[src/hw/rtl/assert_macros.svh]
// Assertion helper macros
`ifndef ASSERT_MACROS_SVH
`define ASSERT_MACROS_SVH
`ifndef SYNTHESIS
`define ASSERT_IMPL(label, prop, msg) \
    label: assert property (@(posedge clk) disable iff (!rst_n) prop) else $error(msg);
`define ASSERT_NEVER(label, cond, msg) \
    label: assert property (@(posedge clk) disable iff (!rst_n) !(cond)) else $error(msg);
`else
`define ASSERT_IMPL(label, prop, msg)
`define ASSERT_NEVER(label, cond, msg)
`endif
`endif

[src/hw/rtl/mrte_pkg.sv]
`timescale 1ns / 1ps
package mrte_pkg;
    localparam logic [4:0] OP_AND = 5'd0, OP_OR = 5'd1, OP_NOR = 5'd2, OP_XOR = 5'd3;
    localparam logic [4:0] OP_SLLV = 5'd4, OP_SLL = 5'd5, OP_SRAV = 5'd6, OP_SRA = 5'd7;
    localparam logic [4:0] OP_SRLV = 5'd8, OP_SRL = 5'd9, OP_MFHI = 5'd10, OP_MFLO = 5'd11;
    localparam logic [4:0] OP_MTHI = 5'd12, OP_MTLO = 5'd13, OP_ADD = 5'd14, OP_ADDU = 5'd15;
    localparam logic [4:0] OP_SUB = 5'd16, OP_SUBU = 5'd17, OP_SLT = 5'd18, OP_SLTU = 5'd19;
    localparam logic [4:0] OP_MULT = 5'd20, OP_MULTU = 5'd21, OP_DIV = 5'd22;
    localparam logic [4:0] OP_DIVU = 5'd23, OP_JALR = 5'd24, OP_JR = 5'd25;
    localparam logic [4:0] OP_BREAK = 5'd26, OP_MFC0 = 5'd27, OP_MTC0 = 5'd28;
    localparam logic [4:0] OP_ERET = 5'd29, OP_SYSCALL = 5'd30;

    localparam logic [4:0] CP0_STATUS = 5'd12, CP0_CAUSE = 5'd13, CP0_EPC = 5'd14;
    localparam logic [4:0] EXC_SYSCALL = 5'h08, EXC_BREAK = 5'h09, EXC_OVERFLOW = 5'h0C;
    localparam logic [1:0] RK_NONE = 2'd0, RK_JUMP = 2'd1, RK_ERET = 2'd2;

    // divider control and status
    typedef struct packed {
        logic        start;
        logic        sgn;
        logic [31:0] a;
        logic [31:0] b;
    } div_req_t;

    typedef struct packed {
        logic        done;
        logic [31:0] quo;
        logic [31:0] rem;
    } div_rsp_t;
endpackage

[src/hw/rtl/mrte_divider.sv]
`timescale 1ns / 1ps
// Radix-2 restoring divider, one quotient bit per cycle, sign fix at end.
module mrte_divider
    import mrte_pkg::*;
(
    input  logic     clk,
    input  logic     rst_n,
    input  div_req_t req,
    output div_rsp_t rsp
);
`include "assert_macros.svh"

    logic        busy_reg;
    logic [5:0]  cnt_reg;
    logic [31:0] q_reg, r_reg, d_reg, a_reg;
    logic        na_reg, nq_reg, zero_reg, done_reg;

    logic [33:0] trial;
    logic [32:0] r_sh;
    logic [31:0] ma, mb;
    logic        na, nb;

    assign na = req.sgn & req.a[31];
    assign nb = req.sgn & req.b[31];
    assign ma = na ? (32'd0 - req.a) : req.a;
    assign mb = nb ? (32'd0 - req.b) : req.b;
    // partial remainder keeps its top bit when shifted (divisor may exceed 2^31)
    assign r_sh  = {r_reg, q_reg[31]};
    assign trial = {1'b0, r_sh} - {2'b00, d_reg};

    // iteration
    always_ff @(posedge clk or negedge rst_n)
    begin
        if (!rst_n)
        begin
            busy_reg <= 1'b0;
            done_reg <= 1'b0;
            cnt_reg  <= 6'd0;
        end
        else
        begin
            done_reg <= 1'b0;
            if (req.start)
            begin
                busy_reg <= 1'b1;
                cnt_reg  <= 6'd0;
            end
            else if (busy_reg)
            begin
                if (cnt_reg == 6'd31)
                begin
                    busy_reg <= 1'b0;
                    done_reg <= 1'b1;
                end
                cnt_reg <= cnt_reg + 6'd1;
            end
        end
    end

    always_ff @(posedge clk)
    begin
        if (req.start)
        begin
            q_reg    <= ma;
            r_reg    <= 32'd0;
            d_reg    <= mb;
            a_reg    <= req.a;
            na_reg   <= na;
            nq_reg   <= na ^ nb;
            zero_reg <= (req.b == 32'd0);
        end
        else if (busy_reg)
        begin
            if (!trial[33])
            begin
                r_reg <= trial[31:0];
                q_reg <= {q_reg[30:0], 1'b1};
            end
            else
            begin
                r_reg <= r_sh[31:0];
                q_reg <= {q_reg[30:0], 1'b0};
            end
        end
    end

    // result with sign and divide-by-zero fixups
    always_comb
    begin
        rsp.done = done_reg;
        if (zero_reg)
        begin
            rsp.quo = 32'hffffffff;
            rsp.rem = a_reg;
        end
        else
        begin
            rsp.quo = nq_reg ? (32'd0 - q_reg) : q_reg;
            rsp.rem = na_reg ? (32'd0 - r_reg) : r_reg;
        end
    end

    `ASSERT_NEVER(a_start_busy, req.start && busy_reg, "divider started while busy")
    `ASSERT_IMPL(a_done_once, done_reg |=> !done_reg, "divider done held two cycles")
    `ASSERT_IMPL(a_cnt_range, busy_reg |-> cnt_reg < 6'd32, "divider count overrun")
endmodule

[config.mk]
export PLATFORM = sky130hd
export DESIGN_NAME = mrte_divider
export DESIGN_NICKNAME = d
export VERILOG_FILES = /design/src/hw/rtl/mrte_pkg.sv /design/src/hw/rtl/mrte_divider.sv
export VERILOG_INCLUDE_DIRS = /design/src /design/src/hw/rtl
export SDC_FILE = /design/constraint.sdc
export NUM_CORES = 1
export LEC_CHECK = 0
export ABC_AREA = 1
export BUFFER_PORTS_ARGS = -buffer_cell sky130_fd_sc_hd__buf_2
export CELL_PAD_IN_SITES_DETAIL_PLACEMENT = 0
export CELL_PAD_IN_SITES_GLOBAL_PLACEMENT = 2
export CORE_MARGIN = 1.5
export CORE_UTILIZATION = 33
export CTS_BUF_LIST = sky130_fd_sc_hd__clkbuf_16
export CTS_CLUSTER_DIAMETER = 40
export DETAILED_ROUTE_END_ITERATION = 8
export HOLD_SLACK_MARGIN = 0.05
export PLACE_DENSITY = 0.88
export SETUP_SLACK_MARGIN = 0.02
export SYNTH_ARGS = -nofsm -noshare
export SYNTH_HDL_FRONTEND = slang
export SYNTH_SLANG_ARGS = --single-unit
[constraint.sdc]
create_clock -name clk -period 2.6 [get_ports clk]
set_input_delay 0.13 -clock clk [delete_from_list [all_inputs] [get_ports clk]]
set_output_delay 0.13 -clock clk [all_outputs]
set_load 0.05 [all_outputs]
# After elaboration in Yosys (flattened, before gate mapping)

Index checks and enable logic that the tools add are counted.

Add/subtract/negate cells: 6
Equal/unequal tests: 1
Multiplexer cells: 17
Bitwise operators: 3
Reductions and logical operators: 2

Operators by type and width:

| cell                                                | count |
|---|---|
| two-way mux 32 bit                                  | 7 |
| subtractor 1 x 32 -> 32 bit, first input constant   | 4 |
| two-way mux 64 bit                                  | 1 |
| subtractor 33 x 32 -> 34 bit                        | 1 |
| zero test 32 bit                                    | 1 |
| two-way mux 6 bit                                   | 2 |
| two-way mux 1 bit                                   | 7 |
| adder 6 x 1 -> 6 bit, second input constant         | 1 |
| equality test 6 x 5 -> 1 bit, second input constant | 1 |
| AND 1 bit                                           | 2 |
| nonzero test 2 bit                                  | 1 |
| bitwise XOR 1 bit                                   | 1 |

Register bits: 139
Input port bits: 68
Output and inout port bits: 65

# Depth between registers and ports, before layout

Gate-level depths: netlist of run 1.

Word-level depth: 4
Mapped depth: 17
Depth with buffers taken out: 16

# Worst setup path before layout of run 1

Ideal clock, no wire load.

Path type: flip-flop to output port
Start point: register q_reg[1]
End point: output port rsp[48] in the netlist's numbering
Data arrival time: 2.381 ns
Slack: 0.089 ns
Cell stages (with the launch flop): 9
Path buffers: 0
Cell sequence: edfxtp_1 -> inv_1 -> ha_1 -> nand3_1 -> nor2_1 -> nand2_1 -> o21ai_0 -> nand2_1 -> o21ai_0

RTL lines:

| element                | line               | source |
|---|---|---|
| start, declared        | mrte_divider.sv:15 | `logic [31:0] q_reg, r_reg, d_reg, a_reg;` |
| start signal, assigned | mrte_divider.sv:64 | `q_reg <= ma;` |
| start signal, assigned | mrte_divider.sv:77 | `q_reg <= {q_reg[30:0], 1'b1};` |
| start signal, assigned | mrte_divider.sv:82 | `q_reg <= {q_reg[30:0], 1'b0};` |
| end, declared          | mrte_divider.sv:9  | `output div_rsp_t rsp` |

==> run_summary.xml, run 1 <==
<?xml version="1.0" encoding="UTF-8"?>
<metrics>
  <group name="sta">
    <metric name="tightest_slew" unit="ps">654</metric>
    <metric name="clock_skew" unit="ps">10.1</metric>
    <metric name="rsz0062_at_grt" unit="">yes</metric>
    <metric name="final-max-slew-violation-count" unit="">0</metric>
    <metric name="slew_headroom" unit="">0.559</metric>
    <metric name="period_minus_slack" unit="ps">2500</metric>
    <metric name="final_critical_path_share_of_the_clock_period" unit="">0.960</metric>
    <metric name="final_hold_violation_count" unit="">0</metric>
    <metric name="clock.fmax" unit="MHz">401</metric>
    <metric name="count_of_final_setup_violators" unit="">0</metric>
    <metric name="hold_slack_final" unit="ps">74.7</metric>
  </group>
  <group name="finish">
    <metric name="nFillCells" unit="">3679</metric>
    <metric name="num-nets-final" unit="">2100</metric>
    <metric name="n_antenna_cell" unit="">0</metric>
    <metric name="post-route-util" unit="">0.421</metric>
    <metric name="layout-drive-gt1-share" unit="">0.159</metric>
    <metric name="syn_to_final_growth" unit="%">25.1</metric>
    <metric name="final_instance_count_excl_fillers" unit="">2462</metric>
    <metric name="final_non_filler_cell_area" unit="um2">14600</metric>
  </group>
  <group name="clock_tree">
    <metric name="clkSinkCount" unit="">139</metric>
    <metric name="clkTransAtPathRegs" unit="ps">70</metric>
    <metric name="worst_skew_pair.late_latency" unit="ps">430</metric>
    <metric name="inserted_clock_buffers" unit="">17</metric>
    <metric name="clock_tree.htree_level_count" unit="">4</metric>
    <metric name="cts_tree" unit="">done</metric>
    <metric name="cts-root-buf" unit="">sky130_fd_sc_hd__clkbuf_16</metric>
    <metric name="clock_path_buffers" unit="">2</metric>
  </group>
  <group name="synth">
    <metric name="syn_area_per_cell" unit="um2">6.51</metric>
    <metric name="dominantRegCellSynth" unit="">sky130_fd_sc_hd__edfxtp_1</metric>
    <metric name="synthTopCellsByCount" unit="">sky130_fd_sc_hd__nand2_1 (545), sky130_fd_sc_hd__inv_1 (279), sky130_fd_sc_hd__nand3_1 (184)</metric>
    <metric name="postSynth.asyncResetShare" unit="">0.0576</metric>
    <metric name="synth-xor-area-share" unit="">0.0466</metric>
    <metric name="yosys.cell_count.top_type" unit="">sky130_fd_sc_hd__nand2_1</metric>
    <metric name="yosysTopAreaCell" unit="">sky130_fd_sc_hd__edfxtp_1</metric>
    <metric name="synth.yosys.seq_area_share" unit="">0.327</metric>
    <metric name="postSynthNetCount" unit="">1896</metric>
    <metric name="postSynthCellCount" unit="">1790</metric>
    <metric name="synth.top_cells.by_area" unit="">sky130_fd_sc_hd__edfxtp_1 (25%), sky130_fd_sc_hd__nand2_1 (18%), sky130_fd_sc_hd__inv_1 (9.0%), sky130_fd_sc_hd__nand3_1 (7.9%), sky130_fd_sc_hd__dfxtp_1 (5.5%)</metric>
    <metric name="synth_compound_area_frac" unit="">0.0926</metric>
    <metric name="synthSimpleGateAreaFrac" unit="">0.377</metric>
    <metric name="synth_top_area_frac" unit="">0.255</metric>
    <metric name="synth.ff_latch_count" unit="">139</metric>
    <metric name="ys_warn_count" unit="">0</metric>
    <metric name="synth_mux_area_frac" unit="">0</metric>
    <metric name="synth_edf_count" unit="">99</metric>
    <metric name="post_synth_instance_area" unit="um2">11700</metric>
    <metric name="synth_cell_type_count" unit="">50</metric>
    <metric name="main_combinational_cell_family_by_area_after_synthesis" unit="">simple AND/OR/NAND/NOR gates</metric>
    <metric name="synth-adder-area-share" unit="">0.0414</metric>
  </group>
  <group name="flow_run">
    <metric name="cap_viol_max_count" unit="">0</metric>
  </group>
  <group name="routing">
    <metric name="remaining_drc_errors" unit="">0</metric>
    <metric name="via_count" unit="">12229</metric>
    <metric name="avgRoutedWirePerCell" unit="um">16.1</metric>
    <metric name="first_iter_violations" unit="">781</metric>
    <metric name="via_per_inst" unit="">4.97</metric>
    <metric name="routed_wirelength" unit="um">39700</metric>
    <metric name="detail_route.first_pass.iterations" unit="">5</metric>
    <metric name="drt_antenna_net_count" unit="">0</metric>
  </group>
  <group name="worst_setup_path">
    <metric name="cp-start-kind" unit="">flip-flop</metric>
    <metric name="cells_along_the_critical_path" unit="">buf_4 -&gt; nor2_1 -&gt; nand3_1 -&gt; nor3_1 -&gt; nand3_4 -&gt; nand2_4 -&gt; a21oi_1 -&gt; a21oi_2 -&gt; buf_6</metric>
    <metric name="required" unit="ps">2470</metric>
    <metric name="cp_num_buf_inv" unit="">2</metric>
    <metric name="critPathMaxStageDelay" unit="ps">340</metric>
    <metric name="worstSetupPathType" unit="">reg2out</metric>
    <metric name="timing.critical_path.slowest_stage_cell" unit="">sky130_fd_sc_hd__dfxtp_1</metric>
    <metric name="critPathMaxFanout" unit="">5</metric>
    <metric name="timing.critical_path.to_type" unit="">output pin</metric>
    <metric name="critical_path_arrival" unit="ps">2370</metric>
    <metric name="critPathTopFamily" unit="">simple AND/OR/NAND/NOR gates</metric>
  </group>
  <group name="power">
    <metric name="sequentialPowerShare" unit="">0.239</metric>
    <metric name="share_clk_of_total_power" unit="">0.191</metric>
    <metric name="power_switching_share" unit="">0.488</metric>
    <metric name="internal-power" unit="mW">7.12</metric>
    <metric name="vdd_ir_drop_max" unit="mV">0.605</metric>
    <metric name="combinational_power_share" unit="">0.570</metric>
    <metric name="p_switching" unit="mW">6.78</metric>
    <metric name="p_per_area" unit="nW/um2">953</metric>
    <metric name="power.static_leakage" unit="nW">7.13</metric>
  </group>
  <group name="grt">
    <metric name="antenna_found_initial" unit="">1</metric>
    <metric name="grt_util_all_layers" unit="">0.221</metric>
    <metric name="grt_max_degree" unit="">77</metric>
    <metric name="first_global_vias" unit="">11824</metric>
    <metric name="global_route_wire_length_before_repair" unit="um">62100</metric>
    <metric name="grt_overflow_total" unit="">0</metric>
  </group>
  <group name="status">
    <metric name="outcome" unit="">finished clean</metric>
  </group>
  <group name="placement">
    <metric name="hpwlAfterDp" unit="um">31700</metric>
    <metric name="place_congestion" unit="">0.881</metric>
    <metric name="placedInstanceArea" unit="um2">13000</metric>
    <metric name="io_buffer_count" unit="">132</metric>
    <metric name="dp.cells" unit="">2367</metric>
  </group>
  <group name="floorplanning">
    <metric name="initial_core_util" unit="">0.337</metric>
    <metric name="die_y" unit="um">191</metric>
    <metric name="die_width" unit="um">191</metric>
    <metric name="num_rows" unit="">68</metric>
    <metric name="pin_count" unit="">133</metric>
    <metric name="die_area" unit="um2">36500</metric>
    <metric name="placeableCoreArea" unit="um2">34600</metric>
  </group>
  <group name="min_path">
    <metric name="hold_class" unit="">in2async</metric>
  </group>
</metrics>
-- layout by cell type (no fill, tap or decap), types with 15 or more instances in the layout --
cell type                       count
sky130_fd_sc_hd__nand3_1          176
sky130_fd_sc_hd__dfxtp_1           28
sky130_fd_sc_hd__a21oi_1           58
sky130_fd_sc_hd__edfxtp_1          99
sky130_fd_sc_hd__dlygate4sd3_1     47
sky130_fd_sc_hd__ha_1              36
sky130_fd_sc_hd__nand4_1           28
sky130_fd_sc_hd__nor3_1            28
sky130_fd_sc_hd__o21ai_1           15
sky130_fd_sc_hd__inv_1            270
sky130_fd_sc_hd__nor2_1           151
sky130_fd_sc_hd__nand2_1          539
sky130_fd_sc_hd__xor2_1            35
sky130_fd_sc_hd__o21ai_0           95
sky130_fd_sc_hd__xnor2_1           27
sky130_fd_sc_hd__buf_2            107
sky130_fd_sc_hd__clkbuf_16         17
sky130_fd_sc_hd__buf_4             63
-- power by group through the flow --
| stage | registers (mW) | clock network (mW) | logic (mW) |
|---|---|---|---|
| 2_1_floorplan | 3.14 | 0 | 5.47 |
| 3_3_place_gp | 3.32 | 0 | 7.38 |
| 3_5_place_dp | 3.33 | 0 | 7.37 |
| 4_1_cts | 3.30 | 2.71 | 7.65 |
| 5_1_grt | 3.36 | 2.77 | 8.83 |
| 6_report | 3.32 | 2.66 | 7.93 |
-- final cells by class --
type	count	area, um2	share of cell area
multi-input combinational	1314	6790	0.465
clock inverter	15	198	0.0136
inverter	289	1090	0.0751
sequential	139	3820	0.262
clock buffer	17	425	0.0292
timing repair buffer	233	1690	0.116
tap	455	569	0.0390
-- path summary, 6_finish.rpt --
check                      depth (start not counted)    endpoint        from  slack, ps
hold / removal                                     2    done_reg       rst_n         70
max in group asynchronous                          2  cnt_reg[1]       rst_n       2350
setup / recovery                                   9     rsp[20]   r_reg[15]        100
hold reg to reg                                    1  cnt_reg[3]  cnt_reg[3]        470
min in group clk                                   2   d_reg[12]     req[12]         80
setup reg to reg                                  12    r_reg[6]   r_reg[19]        230
-- worst register-to-register path: stages, from the launching register on --
cell and delay [ps]:
sky130_fd_sc_hd__dfxtp_1 510, sky130_fd_sc_hd__ha_1 350, sky130_fd_sc_hd__nand2_1 170, sky130_fd_sc_hd__inv_1 50
sky130_fd_sc_hd__nand2_1 60, sky130_fd_sc_hd__nand2_1 100, sky130_fd_sc_hd__a21oi_4 210, sky130_fd_sc_hd__nor2_4 70
sky130_fd_sc_hd__nor2_8 250, sky130_fd_sc_hd__buf_12 210, sky130_fd_sc_hd__nand3_1 90, sky130_fd_sc_hd__nand3_1 80
sky130_fd_sc_hd__o21ai_0 80
-- metal layers --
layer / vias up / GRT usage / routed length (um)
met5: - / 0 / 0
met4: 0 / 0.0606 / 792
met3: 37 / 0.0263 / 1710
met2: 320 / 0.353 / 17700
met1: 5691 / 0.312 / 19400
li1: 6181 / - / -
-- metrics by stage --
step                power, mW  setup TNS [ps]  setup slack, ps
finish                   13.9               0              104
global route             15.0           -29.7            -29.7
CTS                      13.7               0             1.42
detailed placement       10.7            -274             -274
global placement         10.7            -369             -369
floorplan                8.61               0             88.9
-- cells by family (layout without fill, tap and decap cells) --
group	count (synthesis)	count (layout)
AND/OR/NAND/NOR	1013	1013
buffers and inverters	337	554
AO/OA/AOI/OAI	201	201
flip-flops	139	139
XOR/XNOR	62	62
adder cells (fa/ha/maj)	38	38
-- repair_timing --
action / CTS / global route
hold endpoints to repair: 54 / 0
hold buffers: 47 / 0
pin swaps: 7 / 13
endpoints found under the setup margin: 30 / 63
gates resized for setup: 46 / 77
buffers inserted: 9 / 7
(Power assumes the default switching activity.)
==> inputs of run 2 (changes only) <==
Settings changed: REMOVE_ABC_BUFFERS from default to 1, SETUP_SLACK_MARGIN 0.02 to 0.2.
==> run 2 against run 1 <==
Compared with the run above: first-iteration DRC count is 18% higher; flip-flop and latch count stayed put; clock skew is 0.59 ps lower; critical path type unchanged; sequential power hardly changed; combinational power is 10% higher; sequential share of layout area is 1.1 points lower; worst setup slack better by 5.2 ps; largest power group unchanged; via count is 0.91% higher.
==> run_summary.xml, run 2 (synthesis results as in run 1) <==
<?xml version="1.0" encoding="UTF-8"?>
<metrics>
  <group name="clock_tree">
    <metric name="clock_tree.htree_level_count" unit="">4</metric>
    <metric name="clkTransAtPathRegs" unit="ps">60</metric>
    <metric name="cts-root-buf" unit="">sky130_fd_sc_hd__clkbuf_16</metric>
    <metric name="worst_skew_pair.late_latency" unit="ps">440</metric>
    <metric name="inserted_clock_buffers" unit="">17</metric>
    <metric name="cts_tree" unit="">done</metric>
    <metric name="clock_path_buffers" unit="">2</metric>
    <metric name="clkSinkCount" unit="">139</metric>
  </group>
  <group name="worst_setup_path">
    <metric name="timing.critical_path.to_type" unit="">output pin</metric>
    <metric name="critPathMaxFanout" unit="">4</metric>
    <metric name="worstSetupPathType" unit="">reg2out</metric>
    <metric name="required" unit="ps">2470</metric>
    <metric name="critPathMaxStageDelay" unit="ps">400</metric>
    <metric name="cp-start-kind" unit="">flip-flop</metric>
    <metric name="critical_path_arrival" unit="ps">2360</metric>
    <metric name="cells_along_the_critical_path" unit="">inv_2 -&gt; ha_4 -&gt; nand3_4 -&gt; nor2_4 -&gt; nand2_4 -&gt; nor2_4 -&gt; nand3_4 -&gt; buf_4 -&gt; buf_6 -&gt; nand2_4 -&gt; a21oi_2 -&gt; o21ai_1 -&gt; buf_6</metric>
    <metric name="timing.critical_path.slowest_stage_cell" unit="">sky130_fd_sc_hd__edfxtp_1</metric>
  </group>
  <group name="finish">
    <metric name="mostFrequentLayoutCell" unit="">sky130_fd_sc_hd__nand2_1</metric>
    <metric name="layout.cells.most_common_list" unit="">sky130_fd_sc_hd__nand2_1 (520), sky130_fd_sc_hd__inv_1 (265), sky130_fd_sc_hd__nand3_1 (165)</metric>
    <metric name="syn_to_final_growth" unit="%">31.0</metric>
    <metric name="num-nets-final" unit="">2139</metric>
    <metric name="layout-drive-gt1-share" unit="">0.200</metric>
    <metric name="n_antenna_cell" unit="">0</metric>
    <metric name="post-route-util" unit="">0.441</metric>
  </group>
  <group name="grt">
    <metric name="grt_max_degree" unit="">54</metric>
    <metric name="grt_util_all_layers" unit="">0.217</metric>
    <metric name="first_global_vias" unit="">11706</metric>
    <metric name="global_route_wire_length_before_repair" unit="um">61300</metric>
    <metric name="grt_overflow_total" unit="">0</metric>
    <metric name="antenna_found_initial" unit="">0</metric>
  </group>
  <group name="sta">
    <metric name="count_of_final_setup_violators" unit="">0</metric>
    <metric name="final-max-slew-violation-count" unit="">0</metric>
    <metric name="slew_headroom" unit="">0.520</metric>
    <metric name="rsz0062_at_grt" unit="">yes</metric>
    <metric name="final_hold_violation_count" unit="">0</metric>
    <metric name="tns" unit="ps">0</metric>
    <metric name="tightest_slew" unit="ps">720</metric>
    <metric name="final_critical_path_share_of_the_clock_period" unit="">0.958</metric>
    <metric name="clock.fmax" unit="MHz">402</metric>
    <metric name="clock_skew" unit="ps">9.55</metric>
    <metric name="period_minus_slack" unit="ps">2490</metric>
  </group>
  <group name="placement">
    <metric name="hpwlAfterDp" unit="um">30500</metric>
    <metric name="io_buffer_count" unit="">132</metric>
    <metric name="place_congestion" unit="">0.879</metric>
  </group>
  <group name="routing">
    <metric name="remaining_drc_errors" unit="">0</metric>
    <metric name="routed_wirelength" unit="um">39400</metric>
    <metric name="via_count" unit="">12340</metric>
    <metric name="detail_route.first_pass.iterations" unit="">5</metric>
    <metric name="drt_antenna_net_count" unit="">0</metric>
    <metric name="via_per_inst" unit="">4.93</metric>
    <metric name="first_iter_violations" unit="">918</metric>
    <metric name="avgRoutedWirePerCell" unit="um">15.8</metric>
  </group>
  <group name="floorplanning">
    <metric name="placeableCoreArea" unit="um2">34600</metric>
    <metric name="die_area" unit="um2">36500</metric>
    <metric name="num_rows" unit="">68</metric>
    <metric name="pin_count" unit="">133</metric>
    <metric name="initial_core_util" unit="">0.337</metric>
    <metric name="die_width" unit="um">191</metric>
    <metric name="die_y" unit="um">191</metric>
  </group>
  <group name="min_path">
    <metric name="hold_class" unit="">in2async</metric>
  </group>
  <group name="power">
    <metric name="p_per_area" unit="nW/um2">952</metric>
    <metric name="vdd_ir_drop_max" unit="mV">0.557</metric>
    <metric name="power.static_leakage" unit="nW">7.37</metric>
  </group>
  <group name="flow_run">
    <metric name="cap_viol_max_count" unit="">0</metric>
  </group>
  <group name="status">
    <metric name="outcome" unit="">finished clean</metric>
  </group>
</metrics>
-- run 2: changes by cell type in the layout (fill, tap and decap cells not counted), moves of 9 or more --
cell | previous run | this run
sky130_fd_sc_hd__nand2_2 | 9 | 24
sky130_fd_sc_hd__nand3_1 | 176 | 165
sky130_fd_sc_hd__buf_6 | 10 | 21
sky130_fd_sc_hd__buf_2 | 107 | 98
sky130_fd_sc_hd__dlygate4sd3_1 | 47 | 58
sky130_fd_sc_hd__nor2_1 | 151 | 139
sky130_fd_sc_hd__nand2_1 | 539 | 520
sky130_fd_sc_hd__nand3_2 | 13 | 22
sky130_fd_sc_hd__buf_4 | 63 | 82
-- run 2: critical path: cells and delay by family, from the launching register on --
family                   cells  cell delay (ps)
adder cells (fa/ha/maj)      1              160
flip-flops                   1              400
AND/OR/NAND/NOR              6              620
AO/OA/AOI/OAI                2              160
buffers and inverters        4              570
-- run 2: timing repair --
item	4_1_cts	5_1_grt
pin swaps	21	32
setup endpoints to repair	44	74
setup buffers	20	22
hold buffers	58	0
hold endpoints to repair	68	0
gates cloned	0	2
resized for setup	114	127
-- run 2: path summary, 6_finish.rpt --
| kind | start | end | slack [ps] | depth (start not counted) |
|---|---|---|---|---|
| min in group clk | req[21] | d_reg[21] | 90 | 3 |
| hold reg to reg | cnt_reg[3] | cnt_reg[3] | 470 | 1 |
| setup reg to reg | r_reg[16] | r_reg[19] | 320 | 12 |
| max in group asynchronous | rst_n | cnt_reg[0] | 2360 | 2 |
| setup / recovery | q_reg[0] | rsp[52] | 110 | 13 |
| hold / removal | rst_n | done_reg | 50 | 2 |
-- run 2: final cells by class --
type                            instances  area [um2]
Sequential cell                       139        3840
Tap cell                              455         569
Inverter                              289        1100
Clock inverter                         15         148
Fill cell                            3668       19400
Multi-Input combinational cell       1315        7060
Timing Repair Buffer                  271        2140
Clock buffer                           17         425
-- run 2: power by group --
part	switching, mW	leakage (nW)	total (mW)	internal [mW]
clock network	1.04	0.271	2.45	1.41
registers	0.490	1.38	3.33	2.84
logic	5.56	5.72	8.75	3.20
-- run 2: layer usage --
metal  up-vias  wire length (um)  global-route usage
met5         -                 0                   0
met4         0               690              0.0609
met1      5751             18400               0.296
met2       286             18500               0.359
met3        32              1820              0.0266
li1       6271                 -                   -
-- run 2: per-stage QoR --
step	cell area [um2]	instances	worst slack, ps	power, mW	hold WS (ps)
final	15300	2501	110	14.5	54.6
after global routing	15300	2501	25.0	15.7	60.9
after CTS	14600	2477	135	13.8	51.8
after detailed placement	12900	2367	137	10.7	-12.3
after global placement	12900	2367	141	10.7	-15.5
after floorplan	11400	1742	-289	8.43	-166
==> inputs of run 3 (changes only) <==
Clock period 2.6 ns to 2.35 ns, I/O delays scaled along.
==> run 3 against run 2 <==
Compared with the run above: the flow now finishes with violations (setup timing); first-iteration DRC count decreased by 16%; wire length increased by 3.7%; largest power group unchanged; critical endpoint is now rsp[60]; hold slack improved by 13 ps; critical path type unchanged; utilization increased by 4.6 points; final area increased by 10%; worst setup slack got worse by 180 ps; highest routed layer unchanged; clock skew increased by 1.8 ps.
==> run_summary.xml, run 3 (synthesis results as in run 1) <==
<?xml version="1.0" encoding="UTF-8"?>
<metrics>
  <group name="grt">
    <metric name="grt_max_degree" unit="">59</metric>
    <metric name="first_global_vias" unit="">11963</metric>
    <metric name="grt_util_all_layers" unit="">0.222</metric>
    <metric name="global_route_wire_length_before_repair" unit="um">62700</metric>
    <metric name="antenna_found_initial" unit="">1</metric>
    <metric name="grt_overflow_total" unit="">0</metric>
  </group>
  <group name="worst_setup_path">
    <metric name="worstSetupPathType" unit="">reg2out</metric>
    <metric name="r2r-end" unit="">r_reg[16]</metric>
    <metric name="critical_path_arrival" unit="ps">2310</metric>
    <metric name="critPathMaxFanout" unit="">4</metric>
    <metric name="critPathMaxStageDelay" unit="ps">390</metric>
    <metric name="cells_along_the_critical_path" unit="">inv_2 -&gt; ha_4 -&gt; nand3_4 -&gt; nor2_4 -&gt; nand2_4 -&gt; nor2_4 -&gt; nand3_4 -&gt; o21ai_4 -&gt; nand2_1 -&gt; a21oi_2 -&gt; nand2_1 -&gt; buf_6</metric>
    <metric name="required" unit="ps">2230</metric>
    <metric name="cp-start-kind" unit="">flip-flop</metric>
    <metric name="rr_worst_depth" unit="">14</metric>
    <metric name="rr_startpoint" unit="">r_reg[1]</metric>
    <metric name="timing.critical_path.slowest_stage_cell" unit="">sky130_fd_sc_hd__edfxtp_1</metric>
    <metric name="r2r_slack" unit="ps">270</metric>
    <metric name="timing.critical_path.to_type" unit="">output pin</metric>
  </group>
  <group name="sta">
    <metric name="final-max-slew-violation-count" unit="">0</metric>
    <metric name="period_minus_slack" unit="ps">2420</metric>
    <metric name="count_of_final_setup_violators" unit="">7</metric>
    <metric name="postLayoutSetupSlackWorst" unit="ps">-74.6</metric>
    <metric name="tns" unit="ps">-196</metric>
    <metric name="rsz0062_at_grt" unit="">yes</metric>
    <metric name="tightest_slew" unit="ps">611</metric>
    <metric name="clock.fmax" unit="MHz">412</metric>
    <metric name="final_hold_violation_count" unit="">0</metric>
    <metric name="final_critical_path_share_of_the_clock_period" unit="">1.03</metric>
    <metric name="slew_headroom" unit="">0.593</metric>
    <metric name="clock_skew" unit="ps">11.3</metric>
  </group>
  <group name="floorplanning">
    <metric name="initial_core_util" unit="">0.337</metric>
    <metric name="pin_count" unit="">133</metric>
    <metric name="num_rows" unit="">68</metric>
    <metric name="die_area" unit="um2">36500</metric>
    <metric name="die_y" unit="um">191</metric>
    <metric name="placeableCoreArea" unit="um2">34600</metric>
    <metric name="die_width" unit="um">191</metric>
  </group>
  <group name="placement">
    <metric name="hpwlAfterDp" unit="um">30600</metric>
    <metric name="minimum_setup_slack_after_placement" unit="ps">80.9</metric>
    <metric name="io_buffer_count" unit="">132</metric>
    <metric name="place_congestion" unit="">0.873</metric>
  </group>
  <group name="power">
    <metric name="p_per_area" unit="nW/um2">1080</metric>
    <metric name="p_switching" unit="mW">8.72</metric>
    <metric name="power.static_leakage" unit="nW">7.84</metric>
    <metric name="share_clk_of_total_power" unit="">0.150</metric>
    <metric name="vdd_ir_drop_max" unit="mV">0.614</metric>
    <metric name="internal-power" unit="mW">9.49</metric>
    <metric name="power_switching_share" unit="">0.479</metric>
    <metric name="combinational_power_share" unit="">0.640</metric>
    <metric name="sequentialPowerShare" unit="">0.210</metric>
  </group>
  <group name="routing">
    <metric name="detail_route.first_pass.iterations" unit="">5</metric>
    <metric name="first_iter_violations" unit="">774</metric>
    <metric name="drt_antenna_net_count" unit="">0</metric>
    <metric name="avgRoutedWirePerCell" unit="um">16.0</metric>
    <metric name="remaining_drc_errors" unit="">0</metric>
    <metric name="via_per_inst" unit="">4.91</metric>
    <metric name="via_count" unit="">12574</metric>
    <metric name="routed_wirelength" unit="um">40900</metric>
  </group>
  <group name="clock_tree">
    <metric name="inserted_clock_buffers" unit="">17</metric>
    <metric name="clkTransAtPathRegs" unit="ps">60</metric>
    <metric name="cts-root-buf" unit="">sky130_fd_sc_hd__clkbuf_16</metric>
    <metric name="cts_tree" unit="">done</metric>
    <metric name="clock_tree.htree_level_count" unit="">4</metric>
    <metric name="clkSinkCount" unit="">139</metric>
    <metric name="clock_path_buffers" unit="">2</metric>
    <metric name="worst_skew_pair.late_latency" unit="ps">440</metric>
  </group>
  <group name="min_path">
    <metric name="hold_class" unit="">in2reg</metric>
    <metric name="hold_path_startpoint" unit="">req[19]</metric>
    <metric name="min_to" unit="">d_reg[19]</metric>
    <metric name="min_delay_path_depth" unit="">3</metric>
  </group>
  <group name="finish">
    <metric name="num-nets-final" unit="">2200</metric>
    <metric name="layout.cells.most_common_list" unit="">sky130_fd_sc_hd__nand2_1 (476), sky130_fd_sc_hd__inv_1 (240), sky130_fd_sc_hd__nand3_1 (145)</metric>
    <metric name="nFillCells" unit="">3508</metric>
    <metric name="syn_to_final_growth" unit="%">44.6</metric>
    <metric name="layout-drive-gt1-share" unit="">0.306</metric>
    <metric name="mostFrequentLayoutCell" unit="">sky130_fd_sc_hd__nand2_1</metric>
    <metric name="n_antenna_cell" unit="">0</metric>
  </group>
  <group name="status">
    <metric name="outcome" unit="">finished, violations left</metric>
    <metric name="failed_checks" unit="">setup timing</metric>
  </group>
  <group name="flow_run">
    <metric name="cap_viol_max_count" unit="">0</metric>
  </group>
</metrics>
==> run 3: layout make-up <==
cell class / instances / area [um2] / area share
clock buffers: 17 / 425 / 0.0252
clock inverters: 15 / 149 / 0.00883
inverters: 289 / 1120 / 0.0663
multi-input cells: 1316 / 7960 / 0.472
flip-flops and latches: 139 / 3870 / 0.229
well taps: 455 / 569 / 0.0338
repair buffers: 330 / 2780 / 0.165
repair inverters: 1 / 5.00 / 0.000297
==> run 3: layer usage <==
metal	track usage	vias to the layer above	wire, um
met5	0	-	0
met1	0.297	5852	18900
met3	0.0305	44	1590
met4	0.0748	0	1010
met2	0.366	283	19300
li1	-	6395	-
==> run 3: what timing repair did <==
action | in CTS | in global routing
cloned | 1 | 3
hold endpoints to repair | 65 | 0
pin swaps | 37 | 102
setup endpoints to repair | 93 | 105
buffers inserted | 28 | 43
resized for setup | 247 | 288
hold buffers | 59 | 0
==> run 3: worst max path at each step <==
stage,to,startpoint,slack [ps]
detailed placement,rsp[56],q_reg[0],80
CTS,rsp[60],q_reg[0],-70
global route,rsp[60],q_reg[1],-190
finish,rsp[60],q_reg[0],-70
floorplan,rsp[12],zero_reg,-530
global placement,r_reg[26],r_reg[10],90
==> run 3: power by group through the flow <==
stage	clock network (mW)	registers (mW)	logic [mW]
CTS	2.79	3.68	9.81
finish	2.74	3.81	11.7
global placement	0	3.65	8.34
detailed placement	0	3.66	8.36
floorplan	0	3.50	5.83
global route	2.89	3.87	12.8
==> run 3: worst max-delay path, delay by kind of cell, from the launching register on <==
kind                     cells  cell delay [ps]
adder cells (fa/ha/maj)      1              160
AND/OR/NAND/NOR              7              740
AO/OA/AOI/OAI                2              290
buffers and inverters        2              290
flip-flops                   1              390
==> run 3: per-stage QoR <==
stage	util	hold WS, ps	std cells	cell area, um2	power (mW)
2_1_floorplan	-	-178	1742	11400	9.33
6_report	0.487	67.7	2562	16900	18.2
3_3_place_gp	0.380	-35.4	2396	13200	12.0
5_1_grt	0.487	81.6	2562	16900	19.5
4_1_cts	0.444	64.5	2516	15400	16.3
3_5_place_dp	0.380	-33.5	2396	13200	12.0
